[src/rtl/dse_pkg.sv]
`default_nettype none
// ============================================================================
// dse_pkg
// Shared types, constants and helpers of the delimited span extractor.
// ============================================================================
package dse_pkg;

    // Configuration port geometry and register indexes.
    localparam int CFG_INDEX_W = 2;
    localparam int CFG_DATA_W  = 64;
    localparam int LEN_W       = 4;
    localparam int PATTERN_BYTES = 8;

    localparam logic [CFG_INDEX_W-1:0] CFG_LEFT_PATTERN  = 2'd0;
    localparam logic [CFG_INDEX_W-1:0] CFG_LEFT_LENGTH   = 2'd1;
    localparam logic [CFG_INDEX_W-1:0] CFG_RIGHT_PATTERN = 2'd2;
    localparam logic [CFG_INDEX_W-1:0] CFG_RIGHT_LENGTH  = 2'd3;

    localparam int DEFAULT_MAX_DELIM_LEN = 8;
    localparam int QUEUE_DEPTH = 4;

    typedef enum logic [1:0] {
        PH_LEFT  = 2'd0,
        PH_RIGHT = 2'd1,
        PH_DONE  = 2'd2
    } phase_t;

    // One text byte's worth of results, as handed from the front to the back.
    typedef struct packed {
        logic       span_v;
        logic [7:0] span_byte;
        logic       end_v;
        logic       found;
    } result_pair_t;

    // Byte k of a delimiter pattern; bytes past the eighth read as zero.
    function automatic logic [7:0] pat_byte(input logic [CFG_DATA_W-1:0] pat,
                                            input int unsigned k);
        logic [7:0] b;
        b = 8'd0;
        if (k < PATTERN_BYTES)
        begin
            b = pat[8*k +: 8];
        end
        return b;
    endfunction

endpackage
`default_nettype wire

[src/rtl/dse_stream_if.sv]
`default_nettype none
// ============================================================================
// dse_stream_if
// Valid/ready channels for source text bytes and extracted results.
// ============================================================================
interface dse_in_if;
    logic       valid;
    logic       ready;
    logic [7:0] data_byte;
    logic       final_byte;

    modport source (output valid, output data_byte, output final_byte, input ready);
    modport sink   (input valid, input data_byte, input final_byte, output ready);
endinterface

interface dse_out_if;
    logic       valid;
    logic       ready;
    logic [7:0] span_byte;
    logic       is_end;
    logic       found;

    modport source (output valid, output span_byte, output is_end, output found,
                    input ready);
    modport sink   (input valid, input span_byte, input is_end, input found,
                    output ready);
endinterface
`default_nettype wire

[src/rtl/dse_front.sv]
`default_nettype none
// ============================================================================
// dse_front
// Accepts text bytes, holds the delimiter registers and the byte window,
// matches both delimiters and classifies each request into its results.
// ============================================================================
module dse_front #(
    parameter int MAX_DELIM_LEN = dse_pkg::DEFAULT_MAX_DELIM_LEN
) (
    input  wire logic                             clk,
    input  wire logic                             rst_n,
    input  wire logic                             cfg_we,
    input  wire logic [dse_pkg::CFG_INDEX_W-1:0]  cfg_index,
    input  wire logic [dse_pkg::CFG_DATA_W-1:0]   cfg_wdata,
    dse_in_if.sink                                text_in,
    input  wire logic                             q_full,
    output logic                                  q_push,
    output dse_pkg::result_pair_t                 q_entry
);
    import dse_pkg::*;

    localparam int CNT_W = $clog2(MAX_DELIM_LEN + 1);
    localparam int IDX_W = (MAX_DELIM_LEN > 1) ? $clog2(MAX_DELIM_LEN) : 1;

    typedef logic [MAX_DELIM_LEN-1:0][7:0] byte_win_t;

    logic [CFG_DATA_W-1:0] left_pattern_reg;
    logic [LEN_W-1:0]      left_length_reg;
    logic [CFG_DATA_W-1:0] right_pattern_reg;
    logic [LEN_W-1:0]      right_length_reg;

    phase_t           phase_reg, phase_next;
    byte_win_t        win_reg, win_next;
    logic [CNT_W-1:0] fill_reg, fill_next;

    byte_win_t        win_shift;
    logic [CNT_W-1:0] fill_shift;
    logic [CNT_W-1:0] ll, rl;
    logic [IDX_W-1:0] rl_idx;
    logic             accept;
    logic             left_hit, right_hit;

    // Lengths of zero act as one; lengths past the window act as the window.
    function automatic logic [CNT_W-1:0] eff_len(input logic [LEN_W-1:0] len);
        logic [CNT_W-1:0] r;
        if (int'(len) == 0)
        begin
            r = CNT_W'(1);
        end
        else if (int'(len) > MAX_DELIM_LEN)
        begin
            r = CNT_W'(MAX_DELIM_LEN);
        end
        else
        begin
            r = CNT_W'(int'(len));
        end
        return r;
    endfunction

    // Entry 0 is the newest byte, so the pattern's first byte sits at len-1.
    function automatic logic win_match(input byte_win_t w,
                                       input logic [CNT_W-1:0] fill,
                                       input logic [CFG_DATA_W-1:0] pat,
                                       input logic [CNT_W-1:0] len);
        logic             ok;
        logic [IDX_W-1:0] sel;
        ok = (fill >= len);
        for (int i = 0; i < MAX_DELIM_LEN; i++)
        begin
            if (i < int'(len))
            begin
                sel = IDX_W'(int'(len) - 1 - i);
                if (w[i] != pat_byte(pat, int'(sel)))
                begin
                    ok = 1'b0;
                end
            end
        end
        return ok;
    endfunction

    always_ff @(posedge clk or negedge rst_n)
    begin
        if (!rst_n)
        begin
            left_pattern_reg  <= '0;
            left_length_reg   <= LEN_W'(1);
            right_pattern_reg <= '0;
            right_length_reg  <= LEN_W'(1);
        end
        else if (cfg_we)
        begin
            case (cfg_index)
                CFG_LEFT_PATTERN:  left_pattern_reg  <= cfg_wdata;
                CFG_LEFT_LENGTH:   left_length_reg   <= cfg_wdata[LEN_W-1:0];
                CFG_RIGHT_PATTERN: right_pattern_reg <= cfg_wdata;
                CFG_RIGHT_LENGTH:  right_length_reg  <= cfg_wdata[LEN_W-1:0];
                default:           ;
            endcase
        end
    end

    always_ff @(posedge clk or negedge rst_n)
    begin
        if (!rst_n)
        begin
            phase_reg <= PH_LEFT;
            fill_reg  <= '0;
        end
        else
        begin
            phase_reg <= phase_next;
            fill_reg  <= fill_next;
        end
    end

    // Bytes beyond the fill count are never looked at, so the window needs no reset.
    always_ff @(posedge clk)
    begin
        win_reg <= win_next;
    end

    assign text_in.ready = !q_full;
    assign accept        = text_in.valid && text_in.ready;

    always_comb
    begin
        win_shift[0] = text_in.data_byte;
        for (int i = 1; i < MAX_DELIM_LEN; i++)
        begin
            win_shift[i] = win_reg[i-1];
        end
        fill_shift = (fill_reg == CNT_W'(MAX_DELIM_LEN)) ? fill_reg : fill_reg + 1'b1;
    end

    assign ll        = eff_len(left_length_reg);
    assign rl        = eff_len(right_length_reg);
    assign rl_idx    = IDX_W'(int'(rl) - 1);
    assign left_hit  = win_match(win_shift, fill_shift, left_pattern_reg, ll);
    assign right_hit = win_match(win_shift, fill_shift, right_pattern_reg, rl);

    always_comb
    begin
        phase_next        = phase_reg;
        win_next          = win_reg;
        fill_next         = fill_reg;
        q_entry.span_v    = 1'b0;
        q_entry.span_byte = 8'd0;
        q_entry.end_v     = 1'b0;
        q_entry.found     = 1'b0;

        if (accept)
        begin
            case (phase_reg)
                PH_DONE:
                begin
                    // Rest of the text after a completed span is dropped.
                    if (text_in.final_byte)
                    begin
                        phase_next = PH_LEFT;
                        fill_next  = '0;
                    end
                end
                PH_RIGHT:
                begin
                    // The oldest held-back byte leaves once the window holds a full delimiter.
                    q_entry.span_v    = (fill_reg >= rl);
                    q_entry.span_byte = win_reg[rl_idx];
                    win_next          = win_shift;
                    fill_next         = fill_shift;
                    if (right_hit)
                    begin
                        q_entry.end_v = 1'b1;
                        q_entry.found = 1'b1;
                        fill_next     = '0;
                        phase_next    = text_in.final_byte ? PH_LEFT : PH_DONE;
                    end
                    else if (text_in.final_byte)
                    begin
                        q_entry.end_v = 1'b1;
                        fill_next     = '0;
                        phase_next    = PH_LEFT;
                    end
                end
                default:
                begin
                    win_next   = win_shift;
                    fill_next  = fill_shift;
                    phase_next = PH_LEFT;
                    if (left_hit)
                    begin
                        fill_next  = '0;
                        phase_next = PH_RIGHT;
                    end
                    if (text_in.final_byte)
                    begin
                        q_entry.end_v = 1'b1;
                        fill_next     = '0;
                        phase_next    = PH_LEFT;
                    end
                end
            endcase
        end
    end

    assign q_push = accept && (q_entry.span_v || q_entry.end_v);

endmodule
`default_nettype wire

[src/rtl/dse_queue.sv]
`default_nettype none
// ============================================================================
// dse_queue
// Short first-in first-out queue of result pairs between front and back.
// ============================================================================
module dse_queue (
    input  wire logic                  clk,
    input  wire logic                  rst_n,
    input  wire logic                  push,
    input  wire dse_pkg::result_pair_t push_entry,
    input  wire logic                  pop,
    output logic                       full,
    output logic                       head_valid,
    output dse_pkg::result_pair_t      head_entry
);
    import dse_pkg::*;

    localparam int PTR_W = (QUEUE_DEPTH > 1) ? $clog2(QUEUE_DEPTH) : 1;
    localparam int CNT_W = $clog2(QUEUE_DEPTH + 1);

    result_pair_t     entries_reg [QUEUE_DEPTH];
    logic [PTR_W-1:0] wr_ptr_reg, wr_ptr_next;
    logic [PTR_W-1:0] rd_ptr_reg, rd_ptr_next;
    logic [CNT_W-1:0] count_reg, count_next;

    function automatic logic [PTR_W-1:0] ptr_inc(input logic [PTR_W-1:0] p);
        logic [PTR_W-1:0] r;
        if (int'(p) == QUEUE_DEPTH - 1)
        begin
            r = '0;
        end
        else
        begin
            r = p + 1'b1;
        end
        return r;
    endfunction

    assign full       = (count_reg == CNT_W'(QUEUE_DEPTH));
    assign head_valid = (count_reg != '0);
    assign head_entry = entries_reg[rd_ptr_reg];

    always_comb
    begin
        wr_ptr_next = push ? ptr_inc(wr_ptr_reg) : wr_ptr_reg;
        rd_ptr_next = pop ? ptr_inc(rd_ptr_reg) : rd_ptr_reg;
        count_next  = count_reg;
        if (push && !pop)
        begin
            count_next = count_reg + 1'b1;
        end
        else if (pop && !push)
        begin
            count_next = count_reg - 1'b1;
        end
    end

    always_ff @(posedge clk or negedge rst_n)
    begin
        if (!rst_n)
        begin
            wr_ptr_reg <= '0;
            rd_ptr_reg <= '0;
            count_reg  <= '0;
        end
        else
        begin
            wr_ptr_reg <= wr_ptr_next;
            rd_ptr_reg <= rd_ptr_next;
            count_reg  <= count_next;
        end
    end

    always_ff @(posedge clk)
    begin
        if (push)
        begin
            entries_reg[wr_ptr_reg] <= push_entry;
        end
    end

    a_no_overflow: assert property (@(posedge clk) disable iff (!rst_n)
        !(push && full))
        else $error("queue written while full");

    a_no_underflow: assert property (@(posedge clk) disable iff (!rst_n)
        !(pop && !head_valid))
        else $error("queue read while empty");

    a_count_tracks: assert property (@(posedge clk) disable iff (!rst_n)
        (push && !pop) |=> (count_reg == $past(count_reg) + 1'b1))
        else $error("queue count did not follow a lone write");

endmodule
`default_nettype wire

[src/rtl/dse_back.sv]
`default_nettype none
// ============================================================================
// dse_back
// Takes result pairs from the queue and delivers them one result a cycle
// while the sink is ready, span byte first, end result second.
// ============================================================================
module dse_back (
    input  wire logic                  clk,
    input  wire logic                  rst_n,
    input  wire logic                  head_valid,
    input  wire dse_pkg::result_pair_t head_entry,
    output logic                       pop,
    dse_out_if.source                  span_out
);
    import dse_pkg::*;

    logic       span_v_reg, span_v_next;
    logic       end_v_reg, end_v_next;
    logic [7:0] byte_reg, byte_next;
    logic       found_reg, found_next;
    logic       handshake;
    logic       cur_empty;
    logic       last_out;

    assign handshake = span_out.valid && span_out.ready;
    assign cur_empty = !span_v_reg && !end_v_reg;
    // The held pair finishes this cycle when its only remaining result is taken.
    assign last_out  = handshake && (span_v_reg ^ end_v_reg);
    assign pop       = head_valid && (cur_empty || last_out);

    always_comb
    begin
        span_v_next = span_v_reg;
        end_v_next  = end_v_reg;
        byte_next   = byte_reg;
        found_next  = found_reg;
        if (pop)
        begin
            span_v_next = head_entry.span_v;
            end_v_next  = head_entry.end_v;
            byte_next   = head_entry.span_byte;
            found_next  = head_entry.found;
        end
        else if (handshake)
        begin
            if (span_v_reg)
            begin
                span_v_next = 1'b0;
            end
            else
            begin
                end_v_next = 1'b0;
            end
        end
    end

    always_ff @(posedge clk or negedge rst_n)
    begin
        if (!rst_n)
        begin
            span_v_reg <= 1'b0;
            end_v_reg  <= 1'b0;
        end
        else
        begin
            span_v_reg <= span_v_next;
            end_v_reg  <= end_v_next;
        end
    end

    always_ff @(posedge clk)
    begin
        byte_reg  <= byte_next;
        found_reg <= found_next;
    end

    assign span_out.valid     = span_v_reg || end_v_reg;
    assign span_out.span_byte = span_v_reg ? byte_reg : 8'd0;
    assign span_out.is_end    = !span_v_reg;
    assign span_out.found     = !span_v_reg && found_reg;

    a_span_not_found: assert property (@(posedge clk) disable iff (!rst_n)
        (span_out.valid && !span_out.is_end) |-> !span_out.found)
        else $error("span byte result carries a found flag");

    a_end_zero_byte: assert property (@(posedge clk) disable iff (!rst_n)
        (span_out.valid && span_out.is_end) |-> (span_out.span_byte == 8'd0))
        else $error("end result carries a nonzero byte");

    a_end_follows_span: assert property (@(posedge clk) disable iff (!rst_n)
        (handshake && span_v_reg && end_v_reg) |=> (span_out.valid && span_out.is_end))
        else $error("end result of a pair was lost after its span byte");

endmodule
`default_nettype wire

[src/rtl/delimited_span_extractor.sv]
`default_nettype none
// ============================================================================
// delimited_span_extractor
// Streams text bytes and emits the bytes between a left and right delimiter.
// ============================================================================
// The block takes one text byte per cycle on text_in while the queue has
// room, and answers on span_out with span byte results and one end result
// per search. A byte is matched against both delimiters the cycle it is
// taken, in a window of the newest MAX_DELIM_LEN bytes, and its results
// pass a four-entry queue to an output stage that delivers one result per
// cycle while the sink is ready. A byte yields at most two results (a span
// byte and an end result); the block sustains one byte per cycle as long as
// the sink takes every result, and a byte with two results holds the output
// for both, which the queue absorbs. Span bytes lag the input by the right
// delimiter length. If an end result reports found low, the span bytes sent
// in that search are to be discarded. Configuration is written through
// cfg_we, cfg_index and cfg_wdata while no request is in flight.
module delimited_span_extractor #(
    parameter int MAX_DELIM_LEN = dse_pkg::DEFAULT_MAX_DELIM_LEN
) (
    input  wire logic                             clk,
    input  wire logic                             rst_n,
    input  wire logic                             cfg_we,
    input  wire logic [dse_pkg::CFG_INDEX_W-1:0]  cfg_index,
    input  wire logic [dse_pkg::CFG_DATA_W-1:0]   cfg_wdata,
    dse_in_if.sink                                text_in,
    dse_out_if.source                             span_out
);
    import dse_pkg::*;

    logic         q_push;
    logic         q_pop;
    logic         q_full;
    logic         q_head_valid;
    result_pair_t q_push_entry;
    result_pair_t q_head_entry;

    dse_front #(
        .MAX_DELIM_LEN (MAX_DELIM_LEN)
    ) u_front (
        .clk       (clk),
        .rst_n     (rst_n),
        .cfg_we    (cfg_we),
        .cfg_index (cfg_index),
        .cfg_wdata (cfg_wdata),
        .text_in   (text_in),
        .q_full    (q_full),
        .q_push    (q_push),
        .q_entry   (q_push_entry)
    );

    dse_queue u_queue (
        .clk        (clk),
        .rst_n      (rst_n),
        .push       (q_push),
        .push_entry (q_push_entry),
        .pop        (q_pop),
        .full       (q_full),
        .head_valid (q_head_valid),
        .head_entry (q_head_entry)
    );

    dse_back u_back (
        .clk        (clk),
        .rst_n      (rst_n),
        .head_valid (q_head_valid),
        .head_entry (q_head_entry),
        .pop        (q_pop),
        .span_out   (span_out)
    );

endmodule
`default_nettype wire
[src/flat_wrapper.sv]
// flat-port wrapper written by rule: the top's interface ports become plain ports
module delimited_span_extractor_flat import dse_pkg::*;
#(
    parameter int MAX_DELIM_LEN = dse_pkg::DEFAULT_MAX_DELIM_LEN
)
  (clk, rst_n, cfg_we, cfg_index, cfg_wdata, text_in_valid, text_in_data_byte, text_in_final_byte, text_in_ready, span_out_valid, span_out_span_byte, span_out_is_end, span_out_found, span_out_ready);
  dse_in_if text_in_i ();
  dse_out_if span_out_i ();
  input  wire logic clk;
  input  wire logic rst_n;
  input  wire logic cfg_we;
  input  wire logic [dse_pkg::CFG_INDEX_W-1:0] cfg_index;
  input  wire logic [dse_pkg::CFG_DATA_W-1:0] cfg_wdata;
  input wire logic [$bits(text_in_i.valid)-1:0] text_in_valid;
  input wire logic [$bits(text_in_i.data_byte)-1:0] text_in_data_byte;
  input wire logic [$bits(text_in_i.final_byte)-1:0] text_in_final_byte;
  output wire logic [$bits(text_in_i.ready)-1:0] text_in_ready;
  output wire logic [$bits(span_out_i.valid)-1:0] span_out_valid;
  output wire logic [$bits(span_out_i.span_byte)-1:0] span_out_span_byte;
  output wire logic [$bits(span_out_i.is_end)-1:0] span_out_is_end;
  output wire logic [$bits(span_out_i.found)-1:0] span_out_found;
  input wire logic [$bits(span_out_i.ready)-1:0] span_out_ready;
  assign text_in_i.valid = text_in_valid;
  assign text_in_i.data_byte = text_in_data_byte;
  assign text_in_i.final_byte = text_in_final_byte;
  assign text_in_ready = text_in_i.ready;
  assign span_out_valid = span_out_i.valid;
  assign span_out_span_byte = span_out_i.span_byte;
  assign span_out_is_end = span_out_i.is_end;
  assign span_out_found = span_out_i.found;
  assign span_out_i.ready = span_out_ready;
  delimited_span_extractor #(.MAX_DELIM_LEN(MAX_DELIM_LEN)) u_core (.clk(clk), .rst_n(rst_n), .cfg_we(cfg_we), .cfg_index(cfg_index), .cfg_wdata(cfg_wdata), .text_in(text_in_i), .span_out(span_out_i));
endmodule
[config.mk]
export PLATFORM = sky130hd
export DESIGN_NAME = delimited_span_extractor_flat
export DESIGN_NICKNAME = d
export VERILOG_FILES = /design/src/rtl/dse_pkg.sv /design/src/rtl/dse_stream_if.sv /design/src/rtl/dse_front.sv /design/src/rtl/dse_queue.sv /design/src/rtl/dse_back.sv /design/src/rtl/delimited_span_extractor.sv /design/src/flat_wrapper.sv
export SDC_FILE = /design/constraint.sdc
export NUM_CORES = 1
export LEC_CHECK = 0
export ABC_AREA = 1
export BUFFER_PORTS_ARGS = -buffer_cell sky130_fd_sc_hd__buf_4
export CORE_ASPECT_RATIO = 0.6
export CORE_MARGIN = 3
export CORE_UTILIZATION = 38
export DETAILED_ROUTE_END_ITERATION = 8
export SLEW_MARGIN = 5
export SYNTH_ARGS = -nofsm -noshare
export SYNTH_HDL_FRONTEND = slang
export SYNTH_SLANG_ARGS = --single-unit
[constraint.sdc]
create_clock -name clk -period 5.8 [get_ports clk]
set_input_delay 0.29 -clock clk [delete_from_list [all_inputs] [get_ports clk]]
set_output_delay 0.29 -clock clk [all_outputs]
set_load 0.005 [all_outputs]
### Word level (Yosys, flattened, before mapping)

Memory sizes are Yosys's and may differ from the RTL's.
Cells that the tools add are included.

| cells by class | value |
|---|---|
| add/sub/neg operators | 21 |
| order comparisons | 22 |
| equality and inequality tests | 27 |
| shift operators | 16 |
| muxes and demuxes | 86 |
| bitwise logic cells | 2 |
| reductions and logical operators | 30 |

Operators by type and width:

| kind | number |
|---|---|
| 64-bit by 7-bit indexed part select with 8-bit output | 16 |
| 8-bit 2-to-1 mux | 18 |
| 8-bit inequality test | 16 |
| 1-bit 2-to-1 mux | 44 |
| 4-bit 2-to-1 mux | 10 |
| 3-bit by 4-bit less-than comparator with 1-bit output, first input constant | 8 |
| 8-bit binary-select mux with 3-bit select | 1 |
| 3-bit subtractor, second input constant | 8 |
| 1-bit by 4-bit less-than comparator with 1-bit output, first input constant | 4 |
| 2-bit by 4-bit less-than comparator with 1-bit output, first input constant | 4 |
| 3-bit by 1-bit subtractor with 3-bit output, second input constant | 5 |
| 2-bit AND reduction | 7 |
| 4-bit >= comparator | 3 |
| 2-bit 2-to-1 mux | 6 |
| 3-bit by 2-bit subtractor with 3-bit output, second input constant | 4 |
| 11-bit 2-to-1 mux | 1 |
| 1-bit logical AND | 9 |
| 9-bit 2-to-1 mux | 1 |
| 2-bit by 1-bit equality test with 1-bit output, second input constant | 4 |
| 4-bit > comparator, second input constant | 2 |
| 4-bit zero test | 2 |
| 4-bit one-hot mux with 2 select lines | 1 |
| 2-bit equality test, second input constant | 3 |
| 3-bit 2-to-1 mux | 2 |
| 17 further kinds | 25 |

| storage, ports and cells | value |
|---|---|
| flip-flop bits (word level) | 224 |
| bits in writable memories | 44 |
| input port bits | 80 |
| output and inout port bits | 12 |
| logic and storage cells | 226 |
| memories kept | 1 |

Memory list:

| name | depth | bits a word | read ports | clocked after Yosys merged registers in | wr ports | line | text |
|---|---|---|---|---|---|---|---|
| u_core.u_queue.entries_reg | 4 | 11 | 1 | 0 | 1 | dse_queue.sv:21 | `result_pair_t entries_reg [QUEUE_DEPTH];` |

### Longest topological paths before layout

| logic depth | value |
|---|---|
| word-level depth | 32 |
| mapped depth | 32 |
| depth with buffers taken out | 31 |

### By module

A second synthesis with hierarchy kept.

| unflattened totals | value |
|---|---|
| cell total of the unflattened synthesis | 2,909 |
| area, all modules | 18,966.9 um2 |

By module, submodules not included:

| module | instances | cells each | area an instance (um2) | sequential area each (um2) |
|---|---|---|---|---|
| dse_front | 1 | 2,682 | 16,309.4 | 5,477.8 |
| dse_queue | 1 | 181 | 2,183.3 | 1,496.4 |
| dse_back | 1 | 46 | 474.2 | 320.3 |

### Worst setup path before layout

No wires, ideal clock.

| timing path | value |
|---|---|
| path kind | register -> register |
| start point | register u_core.u_queue.count_reg[0] |
| end point | register u_core.u_front.fill_reg[0] |
| library setup time | 0.083 ns |
| arrival | 4.109 ns |
| required time | 5.717 ns |
| setup slack | 1.609 ns |
| cell stages (with the launch flop) | 9 |
| path buffers | 0 |
| period minus slack after synthesis | 4.191 ns |
| path through | dfrtp_1 -> nor2_1 -> nand2_1 -> nand2_1 -> nor2_1 -> nand2_1 -> nor2_1 -> nand3_1 -> o21ai_0 |

| between the ends | value |
|---|---|
| word-level cells in the longest chain between the ends | 4 |

Ends and longest elaborated chain:

| what | line | text |
|---|---|---|
| start, declared | dse_queue.sv:24 | `logic [CNT_W-1:0] count_reg, count_next;` |
| start signal, assigned | dse_queue.sv:70 | `count_reg <= count_next;` |
| 3-bit equality test | dse_queue.sv:39 | `assign full = (count_reg == CNT_W'(QUEUE_DEPTH));` |
| 1-bit zero test | dse_front.sv:124 | `assign text_in.ready = !q_full;` |
| named net text_in_ready | flat_wrapper.sv:17 | `output wire logic [$bits(text_in_i.ready)-1:0] text_in_ready;` |
| 1-bit logical AND | dse_front.sv:125 | `assign accept = text_in.valid && text_in.ready;` |
| 2-bit AND reduction (no line) | n/a |  |
| end signal, assigned | dse_front.sv:114 | `fill_reg <= fill_next;` |
| end, declared | dse_front.sv:34 | `logic [CNT_W-1:0] fill_reg, fill_next;` |

The timed path passes the listed nets, and every way through them passes these cells.
A chain may end at the register's enable or synchronous reset.

### Worst setup path in the final report

| timing path | value |
|---|---|
| start point | register u_core.u_front.right_length_reg[2] |
| end point | register u_core.u_queue.count_reg[2] |

| between the ends | value |
|---|---|
| word-level cells in the longest chain between the ends | 31 |
| elaborated cells between the ends (all ways) | 73 |
| those cells by class | add/sub (8); order compare (11); eq/ne (8); shift (8); mux (31); reduce/logical (7) |

Ends and longest elaborated chain:

| what | line | text |
|---|---|---|
| start, declared | dse_front.sv:30 | `logic [LEN_W-1:0] right_length_reg;` |
| start signal, assigned | dse_front.sv:98 | `CFG_RIGHT_LENGTH: right_length_reg <= cfg_wdata[LEN_W-1:0];` |
| 4-bit > comparator | dse_front.sv:50 | `else if (int'(len) > MAX_DELIM_LEN)` |
| 4-bit 2-to-1 mux | dse_front.sv:50 |  |
| 4-bit 2-to-1 mux (*) | dse_front.sv:46 | `if (int'(len) == 0)` |
| parallel branches: the longest is 22 deep, another holds 3-bit by 1-bit subtractor with 3-bit output | n/a |  |
| 11-bit 2-to-1 mux (*) | dse_front.sv:153 | `if (accept)` |
| 1-bit logical OR (*) | dse_front.sv:207 | `assign q_push = accept && (q_entry.span_v \|\| q_entry.end_v);` |
| 1-bit logical AND (*) | dse_front.sv:207 |  |
| named net u_core.q_push | delimited_span_extractor.sv:31 | `logic q_push;` |
| 1-bit zero test | dse_queue.sv:52 | `else if (pop && !push)` |
| 1-bit logical AND | dse_queue.sv:52 |  |
| 2-bit nonzero test (no line) | n/a |  |

Mark *: on every way through the listed nets, which the timed path passes. The select of a mux whose other input is x is not followed.

==> run summary <==
status: complete, no violations
ant diodes: 0
Post-Place Cells: 3442
HP Class: input port to register
sequential area share after synthesis: 39.1%
WL final: 78800 um
Top Ports: 92
Root Buffer: clkbuf_16
Top Layer Used: met4
Die Span Y: 178 um
CP required: 6.26 ns
Post-CTS Setup Repair Bufs: 0
peak supply drop: 0.000249 V
Vias/cell: 5.65
worst slew pin tran: 1.16 ns
#FFs+latches synth: 268
Core ar.: 48200 sq um
Clock Latency Late Sink: 0.59 ns
number of global-route vias before repair: 17800
Post-Synthesis Cells: 2806
Worst Hold Margin: 0.0155 ns
# rows: 62
Met1 Routed Length: 37700 um
drt wl/cell: 22.4 um
CP startpoint kind: register
total power: 9690 uW
CP max stage cell: nand2_1
most frequent cells in the layout: nand2_1 (965), nand3_1 (706), inv_1 (295), o21ai_0 (179), dfrtp_1 (149)
Setup WS post-layout: 0.544 ns
hold buffers post-CTS: 35
worst slack, placed: 0.743 ns
GP Congestion: 1.03
via count: 19900
Post-synth EDFFs: 117
DR DRC count: 0
Clock Skews: 0.0190 ns
1st-pass router iterations: 5
total CTS buffers: 27
min Tclk post-route: 5.26 ns
Synth async-reset ratio: 56.3%
Distinct cells, synth: 44
final non-filler cell total: 3527
Worst Path Max Fanout: 21
f_max: 190 MHz
yosys warns: 0
nets: 2972
met2 routed WL: 31200 um
Primary FF master, synth: dfrtp_1
DIE AREA: 51800 sq um
RSZ-0062 raised after global routing: no
final slew viol count: 0
clk sinks: 268
Post-Syn Area: 18600 sq um
WS Path Type: register to register
Reg clk slew, reported paths: 0.08 ns
Final Setup Violations: 0
Rel. slew slack: 22.3%
CP endpoint kind: register
leak pwr: 0.0107 uW
Initial Util: 38.7%
mean post-synth cell area: 6.64 sq um
WL met3: 7500 um
max-cap viol count: 0
H-tree Lvls: 1
port bufs: 91
crit share post-route: 90.6%
max incr delay on CP: 0.52 ns
setup TNS: 0 ns
Antenna Nets Post-Route: 0
Hold Fails Final Rpt: 0
Mapped Nets: 2912
largest net degree at the start of global routing: 129
DIE WIDTH: 292 um
CTS tree: built
GRT Total Usage: 30.0%
first-pass GRT wire length: 116000 um
Seq. cell area: 7290 sq um
Multi-input gate area: 9650 sq um
HPWL after detailed placement: 61700 um
share of cells above drive strength 1: 7.00%
antenna violations before repair: 1
grt total ovfl: 0
initial DRC count: 2321
Clock Path Buffers: 3
cell mode on critical path: nand2_1
PwrDens: 460 nW/um^2
PostCTS Resize Cnt: 0
fillers: 4954
most common cell after layout, fill and taps aside: nand2_1
critical path arrival: 5.72 ns
Area Growth Syn to Fin: 13.0%
==> final timing paths <==
check                                                      endpoint  slack (ns)                                from  depth (start not counted)
worst min-delay path             u_core.u_front.left_pattern_reg[9]        0.02                        cfg_wdata[9]                          3
worst max register to register          u_core.u_queue.count_reg[2]        0.54  u_core.u_front.right_length_reg[2]                         29
max in group asynchronous       u_core.u_front.left_pattern_reg[59]        4.40                               rst_n                          3
worst min register to register           u_core.u_front.win_reg[59]        0.47          u_core.u_front.win_reg[51]                          0
worst max-delay path                    u_core.u_queue.count_reg[2]        0.54  u_core.u_front.right_length_reg[2]                         29
min in group asynchronous              u_core.u_queue.rd_ptr_reg[0]        0.22                               rst_n                          2
==> metal layers <==
metal / vias to the layer above / GRT usage, %
met5: - / 0
met4: 0 / 8.26
met3: 112 / 6.07
met2: 995 / 42.3
met1: 9473 / 45.8
li1: 9332 / -
==> cells by family (layout without fill, tap and decap cells) <==
| family | after synthesis | count (layout) | share of synthesized area [%] |
|---|---|---|---|
| adder cells (fa/ha/maj) | 26 | 26 | 1.79 |
| XOR/XNOR | 12 | 12 | 0.564 |
| buffers and inverters | 435 | 516 | 9.27 |
| AO/OA/AOI/OAI | 248 | 248 | 7.22 |
| flip-flops | 268 | 268 | 39.1 |
| multiplexers | 1 | 1 | 0.0604 |
| AND/OR/NAND/NOR | 1816 | 1816 | 42.0 |
==> cell type report <==
class	count	area share, %
Sequential cell	268	34.6
Timing Repair Buffer	158	6.12
Multi-Input combinational cell	2103	45.8
Clock inverter	17	0.831
Inverter	308	5.50
Tap cell	640	3.80
Clock buffer	33	3.31
==> power breakdown <==
part	internal [uW]	switching [uW]	total, uW
Combinational	1530	3460	4990
Clock	994	814	1810
Sequential	2430	463	2900
Total	4960	4730	9690
==> worst max-delay path, delay by kind of cell, from the launching register on <==
kind / cells / cell delay [ns]
fa+ha+maj: 3 / 0.86
compound gates: 3 / 0.54
buf+inv: 2 / 0.32
simple gates: 20 / 2.79
flops: 1 / 0.46
xor+xnor: 1 / 0.14
==> through the flow <==
| stage | area (sq um) | util [%] |
|---|---|---|
| floorplan | 18600 | - |
| global placement | 19800 | 41.2 |
| detailed placement | 19800 | 41.2 |
| CTS | 21100 | 43.7 |
| global route | 21100 | 43.7 |
| finish | 21100 | 43.7 |
==> cell usage after synthesis (2+ instances only) <==
| library cell | number | share of area (%) |
|---|---|---|
| nand2_1 | 966 | 19 |
| nand2_2 | 12 | 0.40 |
| o21ai_0 | 179 | 4.8 |
| dfstp_2 | 2 | 0.28 |
| nand3b_1 | 8 | 0.32 |
| o31a_1 | 2 | 0.094 |
| buf_1 | 12 | 0.24 |
| o21bai_1 | 2 | 0.081 |
| inv_1 | 295 | 5.9 |
| edfxtp_1 | 117 | 19 |
| dfrtp_1 | 149 | 20 |
| nor2_1 | 104 | 2.1 |
| clkinv_1 | 2 | 0.040 |
| ha_1 | 25 | 1.7 |
| a21oi_1 | 15 | 0.40 |
| o21a_1 | 2 | 0.081 |
| xor2_1 | 10 | 0.47 |
| nand2_4 | 2 | 0.12 |
| o22ai_1 | 26 | 0.87 |
| nor3_1 | 2 | 0.054 |
| clkbuf_1 | 60 | 1.2 |
| a21boi_0 | 2 | 0.081 |
| buf_2 | 47 | 1.3 |
| xnor2_1 | 2 | 0.094 |
| nand4_1 | 6 | 0.20 |
| buf_4 | 7 | 0.28 |
| inv_2 | 10 | 0.20 |
| nor2_2 | 6 | 0.20 |
| a31oi_1 | 6 | 0.20 |
| nand3_1 | 708 | 19 |
| a211oi_1 | 7 | 0.28 |
Power figures use the tool's default switching activity.
